[config.mk]
export PLATFORM = sky130hd
export DESIGN_NAME = dsr_regs
export DESIGN_NICKNAME = d
export VERILOG_FILES = /design/src/hw/rtl/display_slot_rotator_defines.svh /design/src/hw/rtl/dsr_pkg.sv /design/src/hw/rtl/dsr_regs.sv
export SDC_FILE = /design/constraint.sdc
export NUM_CORES = 1
export LEC_CHECK = 0
export BUFFER_PORTS_ARGS = -buffer_cell sky130_fd_sc_hd__clkbuf_2
export CAP_MARGIN = 10
export CELL_PAD_IN_SITES_DETAIL_PLACEMENT = 1
export CELL_PAD_IN_SITES_GLOBAL_PLACEMENT = 1
export CORE_AREA = 3 3 100 102
export CTS_BUF_LIST = sky130_fd_sc_hd__clkbuf_8 sky130_fd_sc_hd__clkbuf_16
export DETAILED_ROUTE_END_ITERATION = 10
export DIE_AREA = 0 0 103 105
export PLACE_DENSITY_LB_ADDON = 0.1
export SLEW_MARGIN = 40
export SYNTH_ARGS = -nofsm -noshare
export SYNTH_HDL_FRONTEND = slang
export SYNTH_SLANG_ARGS = --single-unit
export TNS_END_PERCENT = 1
[constraint.sdc]
create_clock -name clk -period 1.9 [get_ports clk]
set_clock_uncertainty 0.2 [all_clocks]
set_input_delay 0.19 -clock clk [delete_from_list [all_inputs] [get_ports clk]]
set_output_delay 0.19 -clock clk [all_outputs]
set_load 0.05 [all_outputs]
[src/hw/rtl/display_slot_rotator_defines.svh]
// Assertion macros shared by the display slot rotator RTL.
`ifndef DISPLAY_SLOT_ROTATOR_DEFINES_SVH
`define DISPLAY_SLOT_ROTATOR_DEFINES_SVH

// Same-cycle implication, sampled on clk, off while arst_n is low.
`define DSR_ASSERT_NOW(label, ante, cons, msg) \
	label: assert property (@(posedge clk) disable iff (!arst_n) (ante) |-> (cons)) \
		else $error(msg);

// Next-cycle implication, sampled on clk, off while arst_n is low.
`define DSR_ASSERT_NEXT(label, ante, cons, msg) \
	label: assert property (@(posedge clk) disable iff (!arst_n) (ante) |=> (cons)) \
		else $error(msg);

`endif

[src/hw/rtl/dsr_pkg.sv]
// Types, constants and codes shared by the display slot rotator.
`default_nettype none

package dsr_pkg;

	localparam int unsigned MAX_SLOTS_DEF = 16;
	localparam int unsigned CNT_W         = 5;
	localparam int unsigned MASK_W        = 16;
	localparam int unsigned MASK_IDX_W    = 4;
	localparam int unsigned TIME_W        = 24;
	localparam int unsigned STAMP_W       = 32;
	localparam int unsigned OUT_SLOT_W    = 4;
	localparam int unsigned CMD_W         = 3;
	localparam int unsigned CFG_ADDR_W    = 5;
	localparam int unsigned CFG_DATA_W    = 32;

	localparam logic [CNT_W-1:0]  APP_COUNT_RST     = '0;
	localparam logic [MASK_W-1:0] ENABLE_MASK_RST   = 16'hFFFF;
	localparam logic [TIME_W-1:0] DWELL_MS_RST      = 24'd10000;
	localparam logic [TIME_W-1:0] TRANSITION_MS_RST = 24'd500;
	localparam logic              AUTO_ROTATE_RST   = 1'b1;

	typedef enum logic [CFG_ADDR_W-3:0] {
		REG_APP_COUNT     = 3'd0,
		REG_ENABLE_MASK   = 3'd1,
		REG_DWELL_MS      = 3'd2,
		REG_TRANSITION_MS = 3'd3,
		REG_AUTO_ROTATE   = 3'd4
	} reg_idx_t;

	typedef enum logic [CMD_W-1:0] {
		CMD_TICK   = 3'd0,
		CMD_NEXT   = 3'd1,
		CMD_PREV   = 3'd2,
		CMD_SWITCH = 3'd3,
		CMD_XFER   = 3'd4
	} cmd_t;

	typedef enum logic [2:0] {
		ST_IDLE,
		ST_EXEC,
		ST_MOD,
		ST_SCAN,
		ST_DONE
	} state_t;

	typedef struct packed {
		logic [CMD_W-1:0]      cmd;
		logic [STAMP_W-1:0]    now_ms;
		logic [OUT_SLOT_W-1:0] slot_index;
	} req_t;

	typedef struct packed {
		logic [OUT_SLOT_W-1:0] current_slot;
		logic                  current_valid;
		logic                  in_transition;
		logic [OUT_SLOT_W-1:0] incoming_slot;
		logic                  accepted;
	} rsp_t;

	typedef struct packed {
		logic [CNT_W-1:0]  app_count;
		logic [MASK_W-1:0] enable_mask;
		logic [TIME_W-1:0] dwell_ms;
		logic [TIME_W-1:0] transition_ms;
		logic              auto_rotate;
	} cfg_t;

	// Controller to datapath.
	typedef struct packed {
		logic load;
		logic exec;
		logic reduce;
		logic scan_start;
		logic scan_next;
		logic commit;
		logic rsp_load;
	} dp_cmd_t;

	// Datapath to controller.
	typedef struct packed {
		logic need_scan;
		logic base_ok;
		logic hit;
		logic last;
		logic cur_ok;
	} dp_st_t;

endpackage

`default_nettype wire

[src/hw/rtl/dsr_regs.sv]
// APB configuration registers of the display slot rotator.
`default_nettype none

module dsr_regs (
	input  logic                            clk,
	input  logic                            arst_n,
	input  logic                            psel,
	input  logic                            penable,
	input  logic                            pwrite,
	input  logic [dsr_pkg::CFG_ADDR_W-1:0]  paddr,
	input  logic [dsr_pkg::CFG_DATA_W-1:0]  pwdata,
	output logic [dsr_pkg::CFG_DATA_W-1:0]  prdata,
	output logic                            pready,
	output dsr_pkg::cfg_t                   cfg
);
	import dsr_pkg::*;

	cfg_t     cfg_q;
	reg_idx_t reg_idx;
	logic     wr_en;

	assign reg_idx = reg_idx_t'(paddr[CFG_ADDR_W-1:2]);
	assign pready  = 1'b1;
	assign wr_en   = psel && penable && pwrite;

	always_ff @(posedge clk or negedge arst_n) begin
		if (!arst_n) begin
			cfg_q.app_count     <= APP_COUNT_RST;
			cfg_q.enable_mask   <= ENABLE_MASK_RST;
			cfg_q.dwell_ms      <= DWELL_MS_RST;
			cfg_q.transition_ms <= TRANSITION_MS_RST;
			cfg_q.auto_rotate   <= AUTO_ROTATE_RST;
		end else if (wr_en) begin
			case (reg_idx)
				REG_APP_COUNT:     cfg_q.app_count     <= pwdata[CNT_W-1:0];
				REG_ENABLE_MASK:   cfg_q.enable_mask   <= pwdata[MASK_W-1:0];
				REG_DWELL_MS:      cfg_q.dwell_ms      <= pwdata[TIME_W-1:0];
				REG_TRANSITION_MS: cfg_q.transition_ms <= pwdata[TIME_W-1:0];
				REG_AUTO_ROTATE:   cfg_q.auto_rotate   <= pwdata[0];
				default: ;
			endcase
		end
	end

	always_comb begin
		case (reg_idx)
			REG_APP_COUNT:     prdata = CFG_DATA_W'(cfg_q.app_count);
			REG_ENABLE_MASK:   prdata = CFG_DATA_W'(cfg_q.enable_mask);
			REG_DWELL_MS:      prdata = CFG_DATA_W'(cfg_q.dwell_ms);
			REG_TRANSITION_MS: prdata = CFG_DATA_W'(cfg_q.transition_ms);
			REG_AUTO_ROTATE:   prdata = CFG_DATA_W'(cfg_q.auto_rotate);
			default:           prdata = '0;
		endcase
	end

	assign cfg = cfg_q;

endmodule

`default_nettype wire

==> results of run 1 <==
-- cell families (layout without fill, tap and decap cells) --
kind of cell,after synthesis,in the layout,share of synthesized area (%)
multiplexers,94,94,33.3
flip-flops,70,70,51.8
AND/OR/NAND/NOR,38,38,6.71
buffers and inverters,25,194,5.44
AO/OA/AOI/OAI,12,12,2.54
other,2,9,0.218
-- worst reg2reg max path, delay by kind of cell (launching register included) --
| family | cells | cell delay, ns |
|---|---|---|
| buf+inv | 1 | 0.15 |
| flops | 1 | 0.40 |
| mux | 1 | 0.26 |
-- layout make-up --
cell class                 count  area, um^2  share of cell area [%]
clock buffer                  12         165                    3.35
clock inverter                 4        68.8                    1.39
multi-input combinational    153        1540                    31.2
sequential                    70        1790                    36.2
tap                          111         139                    2.82
timing repair buffer         178        1230                    25.0
-- metal layers --
layer | share of wire (%) | track usage [%] | routed length (um) | vias up
met4 | 0.97 | 5.27 | 91 | 0
met3 | 4.1 | 3.74 | 385 | 9
met1 | 43 | 21.6 | 3970 | 1318
li1 | - | - | - | 1185
met5 | 0 | 0 | 0 | -
met2 | 52 | 30.5 | 4880 | 75
-- synthesized netlist by cell type (all sizes together) --
cell,count
nand4,1
dfrtp,42
nor2,21
mux2i,9
conb,2
nor4b,1
nand3b,2
mux2,81
mux4,4
buf,23
nor3,1
nand2b,1
nand2,1
clkbuf,2
nand4b,1
a21oi,1
nor2b,5
a22oi,11
dfstp,28
nor3b,2
or3,2
-- power breakdown --
group	switching (mW)	total (mW)	internal [mW]
logic	1.68	2.45	0.771
clock network	0.559	1.40	0.841
registers	0.227	2.10	1.87
total	2.47	5.95	3.48
-- timing repair --
action,CTS,global route
pin swaps,0,0
setup buffers,5,1
gates cloned,0,0
setup endpoints to repair,6,16
gates resized for setup,11,37
hold buffers,25,0
hold endpoints to repair,125,0
-- metrics by stage --
stage                     instances  worst slack, ns  setup TNS, ns  power (mW)  instance area [um^2]
after floorplan                 248           -0.161          -1.34        3.87                  3480
after global placement          481           0.0289              0        4.41                  4290
after detailed placement        481           0.0345              0        4.44                  4290
after CTS                       527          -0.0149        -0.0406        5.96                  4860
after global routing            528          -0.0446         -0.135        6.23                  4930
final                           528          0.00823              0        5.95                  4930
-- path summary, 6_finish.rpt --
kind                                     startpoint                  end  slack (ns)  cells after the start
worst max-delay path             cfg[4]$_DFFE_PN0P_            prdata[3]       0.008                      3
worst min-delay path                         arst_n  cfg[24]$_DFFE_PN0P_        0.12                      2
worst max register to register   cfg[4]$_DFFE_PN0P_   cfg[4]$_DFFE_PN0P_        0.79                      2
worst min register to register  cfg[30]$_DFFE_PN0P_  cfg[30]$_DFFE_PN0P_        0.33                      1
max in group asynchronous                    arst_n   cfg[9]$_DFFE_PN1P_        0.75                      3
min in group clk                            penable   cfg[0]$_DFFE_PN1P_        0.18                      4
==> flow_summary.toml, run 1 <==
[worst_setup_path]
path_buf_inv = 1
end_kind = "primary output"
cp_max_fo = 2
startpoint_type = "register"
max_stage_delay_ns = 0.48
crit_chain = "mux4_2 > nor2b_4 > buf_8"
crit_family = "multiplexers"
cp.required_ns = 1.51
criticalPathCategory = "register to primary output"
arrival_ns = 1.50
slowest_stage = "mux4_2"

[synth]
ys_seq_elements = 70
synth.area.top_cells = "dfrtp_1 30%, dfstp_2 21%, mux2_2 21%"
yosysTopAreaCell = "dfrtp_1"
ys_seq_area_share_pct = 51.8
yosys_warnings = 0
synth.distinct_cells = 28
syn_area_per_cell_um2 = 14.3
synthesis.area_um2 = 3450
netlist_instances = 241
yosysTopAreaCellShare_pct = 30.5

[layout]
largest_reg_flops = 70
syn2layout_area_growth_pct = 43.0
antenna_cells = 0
final_cell_mix = "107 x clkbuf_2, 65 x mux2_2, 42 x dfrtp_1"
fin_nets = 454
drive_gt1_share_pct = 69.5
num-fill-cells = 965
mostFrequentLayoutCell = "clkbuf_2"
utilization_pct = 53.6

[routing]
ant_nets = 0
viasPerCell = 4.90
drt_iter0_markers = 33
via_count = 2587
routedWlPerCell_um = 17.7
drt_wl_total_um = 9340
dr.pass1.iters = 4
drc = 0

[clock_tree]
path_clk_slew_ns = 0.08
h-tree-depth = 3
clk_path_buf_depth = 2
clock_latency_ns = 0.33
cts_tree = "yes"
cts_made_buffers = 9
cts_root_buf = "clkbuf_8"
clock-sinks = 70

[placement]
hpwlAfterDp_um = 6530
place.gp.congestion = 0.750
port_buffers = 125

[power]
p_per_area_nw_per_um2 = 1210
leakagePower_nw = 2.42
vdd_drop_max_mv = 0.546

[grt]
grt_max_degree = 43
grt_use_total_pct = 17.6
overflow = 0
antenna_found_initial = 0
first_global_vias = 2820
grt_pass1_wl_um = 14800

[min_path]
hold_class = "primary input to asynchronous set/reset pin"

[timing]
min_period_ns = 1.89
setup_viol = 0
fmax_mhz = 529
rsz0062_at_grt = "true"
slew_viol_final = 0
whs_ns = 0.120
final.period_utilization_pct = 99.6
final_hold_viol_count = 0

[floorplan]
placementRows = 35
initial_core_util_pct = 37.5
ios = 145
die_y_um = 105
core_um2 = 9200
dieArea_um2 = 10800
die_w_um = 103

[run_status]
status = "completed"

[run]
max_cap_violations = 0
Note: power is estimated with default switching activity, not from simulation.
==> run 2: changes to the inputs <==
==> constraint.sdc (replaced) <==
create_clock -name clk -period 1.9 [get_ports clk]
set_clock_uncertainty 0.2 [all_clocks]
set_input_delay 0.38 -clock clk [delete_from_list [all_inputs] [get_ports clk]]
set_output_delay 0.38 -clock clk [all_outputs]
set_load 0.05 [all_outputs]
==> run 2 against run 1 <==
The run now ends with negative setup slack left. Via count decreased by 2.0%. Sequential power about the same. Fmax decreased by 8.4%. Sequential share of layout area decreased by 0.34 points. Critical endpoint is now prdata[4]. Largest cell class unchanged.
==> flow_summary.toml, run 2 (same netlist as run 1, synthesis figures left out) <==
[run_status]
status = "complete, but fails checks"
violations = "negative setup slack"

[layout]
mostFrequentLayoutCell = "clkbuf_2"
instances_no_fill = 509
drive_gt1_share_pct = 81.9
fin_area_um2 = 4980
num-fill-cells = 966
syn2layout_area_growth_pct = 44.4
final_cell_mix = "98 x clkbuf_2, 65 x mux2_2, 42 x dfrtp_1"
fin_nets = 435
antenna_cells = 0
largest_reg_flops = 70

[floorplan]
ios = 145
dieArea_um2 = 10800
initial_core_util_pct = 37.5
placementRows = 35
die_w_um = 103
core_um2 = 9200
die_y_um = 105

[routing]
ant_nets = 0
via_count = 2534
drc = 0
drt_iter0_markers = 65
drt_wl_total_um = 9060
viasPerCell = 4.98
dr.pass1.iters = 4
routedWlPerCell_um = 17.8

[power]
intPower_mw = 3.19
leakagePower_nw = 2.36
power_frac_seq_pct = 37.0
p_sw_mw = 2.52
p_per_area_nw_per_um2 = 1150
swShare_pct = 44.2
power_frac_comb_pct = 44.6
clkPwrFrac_pct = 18.4
power_mw = 5.72
vdd_drop_max_mv = 0.536

[timing]
rsz0062_at_grt = "true"
slew_viol_final = 0
fmax_mhz = 484
setup_viol = 16
setup_slack_ns = -0.165
final.period_utilization_pct = 109
final_hold_viol_count = 0
min_period_ns = 2.06
tns_ns = -1.78

[min_path]
hp-start = "pwdata[23]"
whs_endpoint = "cfg[48]$_DFFE_PN0P_"
hold_class = "primary input to register"
whs_path_depth = 2

[clock_tree]
h-tree-depth = 3
cts_tree = "yes"
clk_path_buf_depth = 2
clock-sinks = 70
cts_made_buffers = 9
clock_latency_ns = 0.33
cts_root_buf = "clkbuf_8"
path_clk_slew_ns = 0.08

[worst_setup_path]
reg2reg_from = "cfg[28]$_DFFE_PN0P_"
r2r-end = "cfg[28]$_DFFE_PN0P_"
ff2ff_setup_slack_ns = 0.80
cp.required_ns = 1.32
r2r_cells = 2
cp_max_fo = 2
arrival_ns = 1.48
startpoint_type = "register"
end_kind = "primary output"
criticalPathCategory = "register to primary output"

[placement]
place.gp.congestion = 0.743
port_buffers = 125
place_area_um2 = 4480
hpwlAfterDp_um = 6460
placed_cells = 483

[grt]
grt_use_total_pct = 17.2
first_global_vias = 2712
grt_max_degree = 71
antenna_found_initial = 0
overflow = 0
grt_pass1_wl_um = 14400

[run]
max_cap_violations = 0
==> run 2: cell count changes in the layout (fill, tap and decap cells not counted), moves of 3 or more <==
cell	previous run	this run
nor2_2	1	9
nor2_1	20	1
dlygate4sd3_1	25	1
clkbuf_8	12	22
a22oi_2	1	11
a22oi_1	10	0
nor2_4	0	11
buf_6	5	2
buf_12	5	8
clkbuf_2	107	98
clkbuf_4	1	4
==> run 2: how the worst max path moves through the flow <==
stage | start | endpoint | slack (ns) | depth (start not counted)
after global routing | cfg[4]$_DFFE_PN0P_ | prdata[3] | -0.23 | 3
after detailed placement | paddr[2] | prdata[10] | -0.37 | 6
after floorplan | paddr[2] | prdata[17] | -0.09 | 5
after CTS | cfg[69]$_DFFE_PN0P_ | prdata[4] | -0.20 | 3
after global placement | paddr[2] | prdata[2] | -0.35 | 5
final | cfg[69]$_DFFE_PN0P_ | prdata[4] | -0.16 | 3
==> run 2: layer usage <==
layer	wire length [um]	share of wire, %	GRT usage (%)	up-vias
li1	-	-	-	1149
met2	4420	49	28.5	75
met5	0	0	0	-
met1	4160	46	22.7	1303
met3	387	4.3	3.07	7
met4	97	1.1	5.27	0
==> run 2: area by class of cell <==
class	instances	area, um^2	area share (%)
flip-flops and latches	70	1790	35.9
multi-input cells	153	1710	34.4
repair buffers	159	1170	23.6
well taps	111	139	2.79
clock buffers	10	138	2.76
clock inverters	6	30.0	0.603
==> run 2: timing repair <==
| action | CTS | global route |
|---|---|---|
| hold endpoints to repair | 42 | 0 |
| pin swaps | 1 | 2 |
| buffers inserted | 9 | 0 |
| hold buffers | 1 | 0 |
| gates resized for setup | 51 | 19 |
| setup endpoints to repair | 24 | 22 |
==> run 2: metrics by stage <==
step / util (%) / setup slack [ns] / hold slack, ns
2_1_floorplan: - / -0.0935 / -0.116
3_3_place_gp: 48.7 / -0.351 / 0.233
3_5_place_dp: 48.7 / -0.371 / 0.231
4_1_cts: 53.8 / -0.204 / 0.0711
5_1_grt: 54.1 / -0.233 / 0.0751
6_report: 54.1 / -0.165 / 0.0827
==> run 2: power groups by stage <==
stage / Combinational, mW / Clock (mW) / Sequential (mW)
floorplan: 0.803 / 0 / 3.14
global placement: 2.36 / 0 / 2.13
detailed placement: 2.38 / 0 / 2.14
CTS: 2.55 / 1.08 / 2.11
global route: 2.67 / 1.15 / 2.17
finish: 2.55 / 1.05 / 2.11
==> run 2: critical path, cell delays in order (launching register included) <==
cell and delay, ns:
dfrtp_1 0.39, mux4_2 0.46, nor2b_4 0.14, buf_8 0.16
