$ cat config.mk
export PLATFORM = sky130hd
export DESIGN_NAME = dsr_ctrl
export DESIGN_NICKNAME = d
export VERILOG_FILES = /design/src/hw/rtl/display_slot_rotator_defines.svh /design/src/hw/rtl/dsr_pkg.sv /design/src/hw/rtl/dsr_ctrl.sv
export SDC_FILE = /design/constraint.sdc
export NUM_CORES = 1
export LEC_CHECK = 0
export ABC_CLOCK_PERIOD_IN_PS = 1500
export BUFFER_PORTS_ARGS = -buffer_cell sky130_fd_sc_hd__clkbuf_2
export CORE_AREA = 2 2 39 41
export CTS_CLUSTER_SIZE = 16
export DETAILED_ROUTE_END_ITERATION = 7
export DIE_AREA = 0 0 41 43
export GPL_ROUTABILITY_DRIVEN = 1
export MAX_ROUTING_LAYER = met4
export RECOVER_POWER = 100
export SETUP_SLACK_MARGIN = 0.05
export SLEW_MARGIN = 20
export SYNTH_ARGS = -nofsm -noshare
export SYNTH_HDL_FRONTEND = slang
export SYNTH_SLANG_ARGS = --single-unit
$ cat constraint.sdc
create_clock -name clk -period 1.5 [get_ports clk]
set_clock_uncertainty 0.15 [all_clocks]
set_input_delay 0.15 -clock clk [delete_from_list [all_inputs] [get_ports clk]]
set_output_delay 0.15 -clock clk [all_outputs]
set_load 0.02 [all_outputs]
$ cat src/hw/rtl/display_slot_rotator_defines.svh
// Assertion macros shared by the display slot rotator RTL.
`ifndef DISPLAY_SLOT_ROTATOR_DEFINES_SVH
`define DISPLAY_SLOT_ROTATOR_DEFINES_SVH

// Same-cycle implication, sampled on clk, off while arst_n is low.
`define DSR_ASSERT_NOW(label, ante, cons, msg) \
	label: assert property (@(posedge clk) disable iff (!arst_n) (ante) |-> (cons)) \
		else $error(msg);

// Next-cycle implication, sampled on clk, off while arst_n is low.
`define DSR_ASSERT_NEXT(label, ante, cons, msg) \
	label: assert property (@(posedge clk) disable iff (!arst_n) (ante) |=> (cons)) \
		else $error(msg);

`endif

$ cat src/hw/rtl/dsr_pkg.sv
// Types, constants and codes shared by the display slot rotator.
`default_nettype none

package dsr_pkg;

	localparam int unsigned MAX_SLOTS_DEF = 16;
	localparam int unsigned CNT_W         = 5;
	localparam int unsigned MASK_W        = 16;
	localparam int unsigned MASK_IDX_W    = 4;
	localparam int unsigned TIME_W        = 24;
	localparam int unsigned STAMP_W       = 32;
	localparam int unsigned OUT_SLOT_W    = 4;
	localparam int unsigned CMD_W         = 3;
	localparam int unsigned CFG_ADDR_W    = 5;
	localparam int unsigned CFG_DATA_W    = 32;

	localparam logic [CNT_W-1:0]  APP_COUNT_RST     = '0;
	localparam logic [MASK_W-1:0] ENABLE_MASK_RST   = 16'hFFFF;
	localparam logic [TIME_W-1:0] DWELL_MS_RST      = 24'd10000;
	localparam logic [TIME_W-1:0] TRANSITION_MS_RST = 24'd500;
	localparam logic              AUTO_ROTATE_RST   = 1'b1;

	typedef enum logic [CFG_ADDR_W-3:0] {
		REG_APP_COUNT     = 3'd0,
		REG_ENABLE_MASK   = 3'd1,
		REG_DWELL_MS      = 3'd2,
		REG_TRANSITION_MS = 3'd3,
		REG_AUTO_ROTATE   = 3'd4
	} reg_idx_t;

	typedef enum logic [CMD_W-1:0] {
		CMD_TICK   = 3'd0,
		CMD_NEXT   = 3'd1,
		CMD_PREV   = 3'd2,
		CMD_SWITCH = 3'd3,
		CMD_XFER   = 3'd4
	} cmd_t;

	typedef enum logic [2:0] {
		ST_IDLE,
		ST_EXEC,
		ST_MOD,
		ST_SCAN,
		ST_DONE
	} state_t;

	typedef struct packed {
		logic [CMD_W-1:0]      cmd;
		logic [STAMP_W-1:0]    now_ms;
		logic [OUT_SLOT_W-1:0] slot_index;
	} req_t;

	typedef struct packed {
		logic [OUT_SLOT_W-1:0] current_slot;
		logic                  current_valid;
		logic                  in_transition;
		logic [OUT_SLOT_W-1:0] incoming_slot;
		logic                  accepted;
	} rsp_t;

	typedef struct packed {
		logic [CNT_W-1:0]  app_count;
		logic [MASK_W-1:0] enable_mask;
		logic [TIME_W-1:0] dwell_ms;
		logic [TIME_W-1:0] transition_ms;
		logic              auto_rotate;
	} cfg_t;

	// Controller to datapath.
	typedef struct packed {
		logic load;
		logic exec;
		logic reduce;
		logic scan_start;
		logic scan_next;
		logic commit;
		logic rsp_load;
	} dp_cmd_t;

	// Datapath to controller.
	typedef struct packed {
		logic need_scan;
		logic base_ok;
		logic hit;
		logic last;
		logic cur_ok;
	} dp_st_t;

endpackage

`default_nettype wire

$ cat src/hw/rtl/dsr_ctrl.sv
// Sequencing state machine of the display slot rotator.
`default_nettype none

module dsr_ctrl (
	input  logic             clk,
	input  logic             arst_n,
	input  logic             in_valid,
	output logic             in_ready,
	output logic             out_valid,
	input  logic             out_ready,
	input  dsr_pkg::dp_st_t  st,
	output dsr_pkg::dp_cmd_t cmd
);
	import dsr_pkg::*;

	state_t state_q;
	state_t state_d;
	logic   out_valid_q;
	logic   out_free;

	assign out_free = !out_valid_q || out_ready;

	always_comb begin
		state_d = state_q;
		case (state_q)
			ST_IDLE: begin
				if (in_valid) state_d = ST_EXEC;
			end
			ST_EXEC: begin
				state_d = st.need_scan ? ST_MOD : ST_DONE;
			end
			ST_MOD: begin
				if (st.base_ok) state_d = ST_SCAN;
			end
			ST_SCAN: begin
				if (st.hit || st.last) state_d = ST_DONE;
			end
			ST_DONE: begin
				if (out_free) state_d = ST_IDLE;
			end
			default: state_d = ST_IDLE;
		endcase
	end

	always_comb begin
		cmd      = '0;
		in_ready = 1'b0;
		case (state_q)
			ST_IDLE: begin
				in_ready = 1'b1;
				cmd.load = in_valid;
			end
			ST_EXEC: begin
				cmd.exec = 1'b1;
			end
			ST_MOD: begin
				cmd.scan_start = st.base_ok;
				cmd.reduce     = !st.base_ok;
			end
			ST_SCAN: begin
				cmd.commit    = st.hit;
				cmd.scan_next = !st.hit && !st.last;
			end
			ST_DONE: begin
				cmd.rsp_load = out_free;
			end
			default: ;
		endcase
	end

	always_ff @(posedge clk or negedge arst_n) begin
		if (!arst_n) begin
			state_q     <= ST_IDLE;
			out_valid_q <= 1'b0;
		end else begin
			state_q <= state_d;
			if (cmd.rsp_load) begin
				out_valid_q <= 1'b1;
			end else if (out_ready) begin
				out_valid_q <= 1'b0;
			end
		end
	end

	assign out_valid = out_valid_q;

endmodule

`default_nettype wire

==> results of run 1 <==
==> power by group through the flow <==
stage | clock [mW] | combinational, mW | sequential (mW)
CTS | 0.133 | 0.590 | 0.264
finish | 0.126 | 0.638 | 0.274
detailed placement | 0 | 0.438 | 0.268
floorplan | 0 | 0.410 | 0.202
global route | 0.146 | 0.703 | 0.279
global placement | 0 | 0.433 | 0.265
==> worst reg2reg max path: cells and delay by family, from the launching register on <==
family,cells,cell delay (ns)
AOI/OAI and AO/OA,2,0.27
DFF,1,0.43
and+or+nand+nor,1,0.09
buffers and inverters,2,0.27
==> per-stage QoR <==
stage / area [um2] / setup slack [ns] / std cells
6_report: 482 / 0.0322 / 72
5_1_grt: 482 / -0.0209 / 72
4_1_cts: 462 / 0.0121 / 70
3_5_place_dp: 363 / 0.176 / 62
3_3_place_gp: 363 / 0.185 / 62
2_1_floorplan: 283 / 0.187 / 32
==> flip-flops by register name, indices dropped and copies added (netlist names) <==
| name | flops |
|---|---|
| state_q | 3 |
| out_valid | 1 |
==> final timing paths <==
kind | startpoint | endpoint | slack (ns) | cells after the start
worst min-delay path | out_ready | out_valid$_DFFE_PN0P_ | 0.08 | 3
worst max-delay path | state_q[2]$_DFFE_PN0P_ | cmd[4] | 0.03 | 3
max in group asynchronous | arst_n | state_q[1]$_DFFE_PN0P_ | 0.87 | 2
worst max register to register | state_q[1]$_DFFE_PN0P_ | state_q[2]$_DFFE_PN0P_ | 0.18 | 5
min in group asynchronous | arst_n | out_valid$_DFFE_PN0P_ | 0.13 | 2
worst min register to register | out_valid$_DFFE_PN0P_ | out_valid$_DFFE_PN0P_ | 0.39 | 2
==> cells by family (layout without fill, tap and decap cells) <==
logic type / after synthesis / count (layout) / share of synthesized area
simple gates: 16 / 16 / 0.332
compound gates: 8 / 8 / 0.184
buf+inv: 4 / 28 / 0.115
flops: 4 / 4 / 0.369
==> routing by layer <==
metal | wire length, um | part of all wire | track usage | vias up
met5 | 0 | 0 | - | -
met4 | 44 | 0.056 | 0.120 | 0
met3 | 25 | 0.032 | 0.0157 | 4
met2 | 379 | 0.48 | 0.147 | 12
met1 | 342 | 0.43 | 0.129 | 149
li1 | - | - | - | 163
==> cell usage in the layout (no fill, tap or decap), types with 2 or more instances in the layout <==
cell	synthesis	final
buf_4	0	8
clkbuf_2	0	7
clkbuf_4	0	4
nor2_1	3	3
nand2_1	3	3
a21oi_1	3	3
dfrtp_2	0	3
and3_1	2	2
o21ai_1	2	2
clkbuf_1	0	2
buf_6	2	2
==> area by class of cell <==
cell class	instances	area, um2
Sequential cell	4	104
Fill cell	146	902
Multi-Input combinational cell	24	165
Timing Repair Buffer	24	166
Inverter	1	3.75
Tap cell	16	20.0
Clock buffer	3	22.5
==> synth_stat cells (all sizes together) <==
library cell and n:
buf 3, nand2 3, a211oi 1, a21oi 3, o32ai 1, nor2b 1
a311oi 1, nor2 3, nor3b 1, and3 3, dfrtp 4, nor3 2
nand2b 1, nor4b 1, inv 1, o21ai 2, or2 1
==> what timing repair did <==
action	in CTS	in global routing
cloned	0	0
hold buffers	1	0
endpoints found under the hold margin	4	0
setup endpoints to repair	8	8
resized for setup	12	11
pin swaps	3	1
setup buffers	4	2
==> results.sh, run 1 <==
export IMPL_dp_hpwl_um=507
export IMPL_numClockSinks=4
export IMPL_drv_cap=0
export IMPL_die_x_um=41
export IMPL_worst_setup_path_type="reg -> out"
export IMPL_synth_area_um2=272
export IMPL_power_density_nw_per_um2=2160
export IMPL_finalCriticalPeriod_ns=1.47
export IMPL_worstPathArrival_ns=1.17
export IMPL_period_share=0.979
export IMPL_leakage_nw=0.231
export IMPL_yosys_top_cells_area="dfrtp_1 (37%), buf_6 (8.3%), a21oi_1 (5.5%)"
export IMPL_ys_seq_area_frac=0.369
export IMPL_drt_initial_drc_count=2
export IMPL_required_ns=1.20
export IMPL_routabilityCongestion=0.717
export IMPL_grt_start_max_net_pins=9
export IMPL_cts_buffers=3
export IMPL_first_global_vias=314
export IMPL_hold_viol=0
export IMPL_tns_ns=0
export IMPL_status="completed"
export IMPL_chipHeight_um=43
export IMPL_combPwrFrac=0.615
export IMPL_grt_pass1_wl_um=1220
export IMPL_power_switching_uw=457
export IMPL_ir_drop_mv=0.677
export IMPL_antenna_left=0
export IMPL_setup_viol=0
export IMPL_fmax_mhz=681
export IMPL_antenna_cells=0
export IMPL_pin_count=18
export IMPL_drive_gt1_frac=0.571
export IMPL_first_pass_iters=4
export IMPL_cts_tree="done"
export IMPL_slowest_stage="dfrtp_2"
export IMPL_core_region_area_um2=1380
export IMPL_slowest_delay_ns=0.46
export IMPL_clkPwrFrac=0.122
export IMPL_critPathBufInv=1
export IMPL_vias=328
export IMPL_vias_per_cell=4.56
export IMPL_syn_inst=32
export IMPL_crit_chain="nor2b_4 > nor3b_2 > buf_4"
export IMPL_die_area_um2=1760
export IMPL_syn_num_nets=41
export IMPL_nets=67
export IMPL_placementRows=14
export IMPL_area_growth_pct=77.4
export IMPL_ys_warn_count=0
export IMPL_synth_cell_types=19
export IMPL_h_tree_depth=1
export IMPL_gr_total_overflow=0
export IMPL_start_util=0.196
export IMPL_hold_path_class="in -> reg"
export IMPL_synth_top_area_share=0.369
export IMPL_drt_total_wl_um=791
export IMPL_ys_ff_latch=4
export IMPL_finalPower_mw=1.04
export IMPL_cp_start_kind="flop"
export IMPL_maxSlewHeadroom=0.838
export IMPL_power_frac_seq=0.263
export IMPL_end_kind="output pin"
export IMPL_grt_usage=0.111
export IMPL_clk_pin_slew_ns=0.03
export IMPL_drc_errors=0
export IMPL_routedWlPerCell_um=11.0
export IMPL_worst_pin_slew_ns=0.245
export IMPL_switching_share=0.440
export IMPL_slew_violations=0
export IMPL_clock_latency_ns=0.23
export IMPL_holdWs_ns=0.0805
export IMPL_critical_path_top_delay_family="flip-flops"
export IMPL_syn_avg_cell_area_um2=8.48
export IMPL_cp_max_fo=6
export IMPL_fin_util=0.348
export IMPL_rsz0062_at_grt="yes"
export IMPL_cts_root_buffer="clkbuf_4"
export IMPL_yosysTopAreaCell="dfrtp_1"
export IMPL_p_int_uw=582
export IMPL_antenna_found_initial=0
export IMPL_cts_buffer_depth=2
export IMPL_io_buffers=16
Note: power is estimated with default switching activity, not from simulation.
==> run 2: changes to the inputs <==
--- a/config.mk
+++ b/config.mk
@@ -5,7 +5,7 @@
 export SDC_FILE = /design/constraint.sdc
 export NUM_CORES = 1
 export LEC_CHECK = 0
-export ABC_CLOCK_PERIOD_IN_PS = 1500
+export ABC_CLOCK_PERIOD_IN_PS = 1300
 export BUFFER_PORTS_ARGS = -buffer_cell sky130_fd_sc_hd__clkbuf_2
 export CORE_AREA = 2 2 39 41
 export CTS_CLUSTER_SIZE = 16
==> constraint.sdc (replaced) <==
create_clock -name clk -period 1.3 [get_ports clk]
set_clock_uncertainty 0.15 [all_clocks]
set_input_delay 0.13 -clock clk [delete_from_list [all_inputs] [get_ports clk]]
set_output_delay 0.13 -clock clk [all_outputs]
set_load 0.02 [all_outputs]
==> run 2 against run 1 <==
The flow now finishes with violations (negative setup slack). Sequential cell count did not move. Clock power rose by 31%. Worst setup slack got worse by 0.23 ns. Critical path depth did not move. Sequential power rose by 8.8%. Core utilization rose by 5.1 points. Largest power group unchanged. Sequential share of layout area fell by 3.0 points. Global-route usage rose by 1.3 points. Power rose by 33%. Via count rose by 0.61%. Die area did not move. Non-clock buffer count rose by 1.
==> results.sh, run 2 (same netlist as run 1, synthesis figures left out) <==
export IMPL_status="complete, but fails checks"
export IMPL_violations="negative setup slack"
export IMPL_fmax_mhz=669
export IMPL_drc_errors=0
export IMPL_cp_start_kind="flop"
export IMPL_cts_tree="done"
export IMPL_gr_total_overflow=0
export IMPL_dpl_worst_slack_ns=0.0138
export IMPL_fin_cells=73
export IMPL_startpoint="state_q[2]$_DFFE_PN0P_"
export IMPL_switching_share=0.428
export IMPL_clk_pin_slew_ns=0.04
export IMPL_setup_viol=8
export IMPL_pin_count=18
export IMPL_routabilityCongestion=0.752
export IMPL_start_util=0.196
export IMPL_combPwrFrac=0.665
export IMPL_chipHeight_um=43
export IMPL_vias=330
export IMPL_clock_latency_ns=0.25
export IMPL_grt_pass1_wl_um=1340
export IMPL_vias_per_cell=4.52
export IMPL_fin_util=0.399
export IMPL_drt_total_wl_um=865
export IMPL_numClockSinks=4
export IMPL_dpl_cell_area_um2=402
export IMPL_worst_pin_slew_ns=0.244
export IMPL_leakage_nw=0.258
export IMPL_antenna_cells=0
export IMPL_slew_violations=0
export IMPL_drv_cap=0
export IMPL_antenna_left=0
export IMPL_routedWlPerCell_um=11.8
export IMPL_largest_register_ff_count=3
export IMPL_antenna_found_initial=0
export IMPL_cts_buffer_depth=2
export IMPL_finalCriticalPeriod_ns=1.49
export IMPL_fin_ws_ns=-0.194
export IMPL_power_density_nw_per_um2=2510
export IMPL_grt_usage=0.125
export IMPL_cp_max_fo=6
export IMPL_grt_start_max_net_pins=7
export IMPL_cts_buffers=3
export IMPL_io_buffers=16
export IMPL_core_region_area_um2=1380
export IMPL_rsz0062_at_grt="yes"
export IMPL_dp_cells=66
export IMPL_worstPathArrival_ns=1.21
export IMPL_final_cell_area_um2=552
export IMPL_first_pass_iters=1
export IMPL_h_tree_depth=1
export IMPL_layout_common_cells="buf_4 (7), clkbuf_2 (6), clkbuf_4 (4), buf_6 (4)"
export IMPL_die_x_um=41
export IMPL_end_kind="output pin"
export IMPL_dp_hpwl_um=572
export IMPL_area_growth_pct=103
export IMPL_maxSlewHeadroom=0.838
export IMPL_clkPwrFrac=0.119
export IMPL_drive_gt1_frac=0.614
export IMPL_top_register="state_q"
export IMPL_cts_root_buffer="clkbuf_4"
export IMPL_nets=68
export IMPL_power_frac_seq=0.215
export IMPL_hp_start="in_valid"
export IMPL_first_global_vias=305
export IMPL_hold_path_class="in -> reg"
export IMPL_placementRows=14
export IMPL_hold_viol=0
export IMPL_period_share=1.15
export IMPL_ir_drop_mv=0.747
export IMPL_die_area_um2=1760
export IMPL_drt_initial_drc_count=0
export IMPL_worst_setup_path_type="reg -> out"
export IMPL_power_switching_uw=592
export IMPL_p_int_uw=792
export IMPL_required_ns=1.02
export IMPL_mostFrequentLayoutCell="buf_4"
export IMPL_regToRegStartpoint="state_q[1]$_DFFE_PN0P_"
run 2: layout make-up:
class | instances | area, um2
sequential | 4 | 103
fill | 145 | 832
clock buffer | 3 | 22.5
inverter | 1 | 3.75
timing repair buffer | 25 | 209
multi-input combinational | 24 | 194
tap | 16 | 20.0
run 2: through the flow:
| stage | hold slack (ns) | setup TNS [ns] | power, mW |
|---|---|---|---|
| 2_1_floorplan | -0.316 | 0 | 0.727 |
| 3_3_place_gp | -0.209 | 0 | 0.914 |
| 3_5_place_dp | -0.207 | 0 | 0.921 |
| 4_1_cts | 0.0442 | -1.39 | 1.29 |
| 5_1_grt | 0.0817 | -2.02 | 1.49 |
| 6_report | 0.0540 | -1.34 | 1.38 |
run 2: timing repair:
item                       CTS  global route
hold buffers                 1             0
pin swaps                    2             3
setup endpoints to repair    8            11
hold endpoints to repair     4             0
resized for setup           19             9
setup buffers                2             1
run 2: final timing paths:
kind	to	slack (ns)	cells after the start
max	cmd[4]	-0.19	3
min	state_q[0]$_DFFE_PN0P_	0.05	3
max reg2reg	state_q[2]$_DFFE_PN0P_	0	5
min reg2reg	out_valid$_DFFE_PN0P_	0.40	2
max in group asynchronous	state_q[0]$_DFFE_PN0P_	0.69	2
min in group asynchronous	out_valid$_DFFE_PN0P_	0.10	2
run 2: metal layers:
layer	global-route usage	up-vias	wire length (um)
met5	-	-	0
met4	0.100	0	28
met3	0.0785	5	49
met2	0.138	9	447
met1	0.152	151	339
li1	-	165	-
run 2: critical path: stages (launching register included):
cell and delay [ns]:
dfrtp_2 0.46, nor2b_4 0.15, nor3b_4 0.19, clkbuf_8 0.17
run 2: power groups by stage:
stage	sequential [mW]	combinational [mW]	clock, mW
3_3_place_gp	0.274	0.639	0
3_5_place_dp	0.276	0.645	0
6_report	0.298	0.921	0.165
5_1_grt	0.310	0.995	0.188
2_1_floorplan	0.233	0.495	0
4_1_cts	0.288	0.828	0.171
==> run 3: changes to the inputs <==
==> constraint.sdc (replaced) <==
create_clock -name clk -period 1.3 [get_ports clk]
set_clock_uncertainty 0.15 [all_clocks]
set_input_delay 0.195 -clock clk [delete_from_list [all_inputs] [get_ports clk]]
set_output_delay 0.195 -clock clk [all_outputs]
set_load 0.02 [all_outputs]
==> run 3 against run 2 <==
The run still ends with negative setup slack left. Core utilization is 5.0 points higher. Sequential power is 5% higher. Via count is 2.7% higher.
==> results.sh, run 3 (same netlist as run 1, synthesis figures left out) <==
export IMPL_cts_buffers=3
export IMPL_antenna_cells=0
export IMPL_final_cell_area_um2=621
export IMPL_fin_cells=75
export IMPL_die_area_um2=1760
export IMPL_dpl_worst_slack_ns=-0.0747
export IMPL_required_ns=0.95
export IMPL_cp_max_fo=7
export IMPL_core_region_area_um2=1380
export IMPL_top_register="state_q"
export IMPL_period_share=1.21
export IMPL_hp_start="st[4]"
export IMPL_finalCriticalPeriod_ns=1.57
export IMPL_start_util=0.196
export IMPL_slowest_stage="dfrtp_2"
export IMPL_layout_common_cells="buf_6 (7), clkbuf_2 (6), buf_4 (6)"
export IMPL_grt_start_max_net_pins=8
export IMPL_pin_count=18
export IMPL_slew_violations=0
export IMPL_h_tree_depth=1
export IMPL_reg2reg_slack_ns=-0.02
export IMPL_grt_pass1_wl_um=1320
export IMPL_leakage_nw=0.275
export IMPL_startpoint="state_q[0]$_DFFE_PN0P_"
export IMPL_hold_path_class="in -> reg"
export IMPL_reg2reg_depth=4
export IMPL_dp_cells=67
export IMPL_mostFrequentLayoutCell="buf_6"
export IMPL_chipHeight_um=43
export IMPL_status="complete, but fails checks"
export IMPL_cts_tree="done"
export IMPL_placementRows=14
export IMPL_violations="negative setup slack"
export IMPL_setup_viol=9
export IMPL_first_pass_iters=1
export IMPL_worst_pin_slew_ns=0.248
export IMPL_drt_total_wl_um=893
export IMPL_nets=70
export IMPL_hold_viol=0
export IMPL_clk_pin_slew_ns=0.04
export IMPL_grt_usage=0.117
export IMPL_vias_per_cell=4.52
export IMPL_worstPathArrival_ns=1.22
export IMPL_drive_gt1_frac=0.712
export IMPL_largest_register_ff_count=3
export IMPL_antenna_left=0
export IMPL_rsz0062_at_grt="yes"
export IMPL_dpl_cell_area_um2=414
export IMPL_fin_ws_ns=-0.270
export IMPL_vias=339
export IMPL_drv_cap=0
export IMPL_io_buffers=16
export IMPL_cts_root_buffer="clkbuf_4"
export IMPL_gr_total_overflow=0
export IMPL_drt_initial_drc_count=0
export IMPL_end_kind="output pin"
export IMPL_slowest_delay_ns=0.48
export IMPL_power_density_nw_per_um2=2540
export IMPL_regToRegEndpoint="state_q[0]$_DFFE_PN0P_"
export IMPL_drc_errors=0
export IMPL_numClockSinks=4
export IMPL_crit_chain="buf_4 > nor3b_4 > clkbuf_8"
export IMPL_die_x_um=41
export IMPL_cp_depth=3
export IMPL_worst_setup_path_type="reg -> out"
export IMPL_area_growth_pct=129
export IMPL_cp_start_kind="flop"
export IMPL_first_global_vias=336
export IMPL_antenna_found_initial=0
export IMPL_routabilityCongestion=0.674
export IMPL_cts_buffer_depth=2
export IMPL_fmax_mhz=637
export IMPL_critPathBufInv=2
export IMPL_maxSlewHeadroom=0.835
export IMPL_regToRegStartpoint="state_q[0]$_DFFE_PN0P_"
export IMPL_worstSetupEndpoint="cmd[4]"
export IMPL_routedWlPerCell_um=11.9
export IMPL_critical_path_top_delay_family="flip-flops"
export IMPL_clock_latency_ns=0.23
export IMPL_dp_hpwl_um=591
export IMPL_fillCellCount=141
export IMPL_ir_drop_mv=1.13
run 3: stage by stage:
step | TNS, ns | power, mW | util | hold slack (ns)
global placement | -0.199 | 0.940 | 0.299 | -0.145
finish | -1.75 | 1.58 | 0.448 | 0.144
CTS | -2.00 | 1.40 | 0.412 | 0.109
detailed placement | -0.278 | 0.955 | 0.299 | -0.144
floorplan | -0.152 | 0.742 | - | -0.251
global route | -2.20 | 1.69 | 0.448 | 0.163
run 3: timing repair:
item | in CTS | in global routing
hold endpoints to repair | 4 | 0
buffers inserted | 4 | 0
pin swaps | 5 | 3
endpoints found under the setup margin | 9 | 10
gates resized for setup | 24 | 17
hold buffers | 1 | 0
run 3: per-layer routing:
metal	vias to the layer above	part of all wire	track usage
li1	171	-	-
met1	158	0.38	0.125
met3	2	0.026	0.0157
met4	0	0.021	0.120
met5	-	0	-
met2	8	0.57	0.169
run 3: tightest hold or removal path, cell delays in order:
cell and delay (ns):
clkbuf_2 0.09, a21oi_1 0.14, a311oi_1 0.06
run 3: layout make-up:
cell class / count / area (um2) / area share
clock buffers: 3 / 22.5 / 0.0363
inverters: 1 / 3.75 / 0.00605
multi-input cells: 24 / 228 / 0.367
flip-flops and latches: 4 / 104 / 0.167
well taps: 16 / 20.0 / 0.0323
repair buffers: 27 / 243 / 0.391
run 3: worst min path at each step:
stage,end,cells after the start,slack (ns)
2_1_floorplan,out_valid$_DFFE_PN0P_,0,-0.25
3_3_place_gp,out_valid$_DFFE_PN0P_,1,-0.14
3_5_place_dp,state_q[0]$_DFFE_PN0P_,1,-0.14
4_1_cts,out_valid$_DFFE_PN0P_,3,0.11
5_1_grt,state_q[1]$_DFFE_PN0P_,3,0.16
6_report,state_q[1]$_DFFE_PN0P_,3,0.14
run 3: power breakdown:
part / internal, mW / switching, mW / leakage (nW)
registers: 0.195 / 0.118 / 0.0476
clock network: 0.103 / 0.0474 / 0.0138
logic: 0.613 / 0.502 / 0.214
total: 0.912 / 0.668 / 0.275
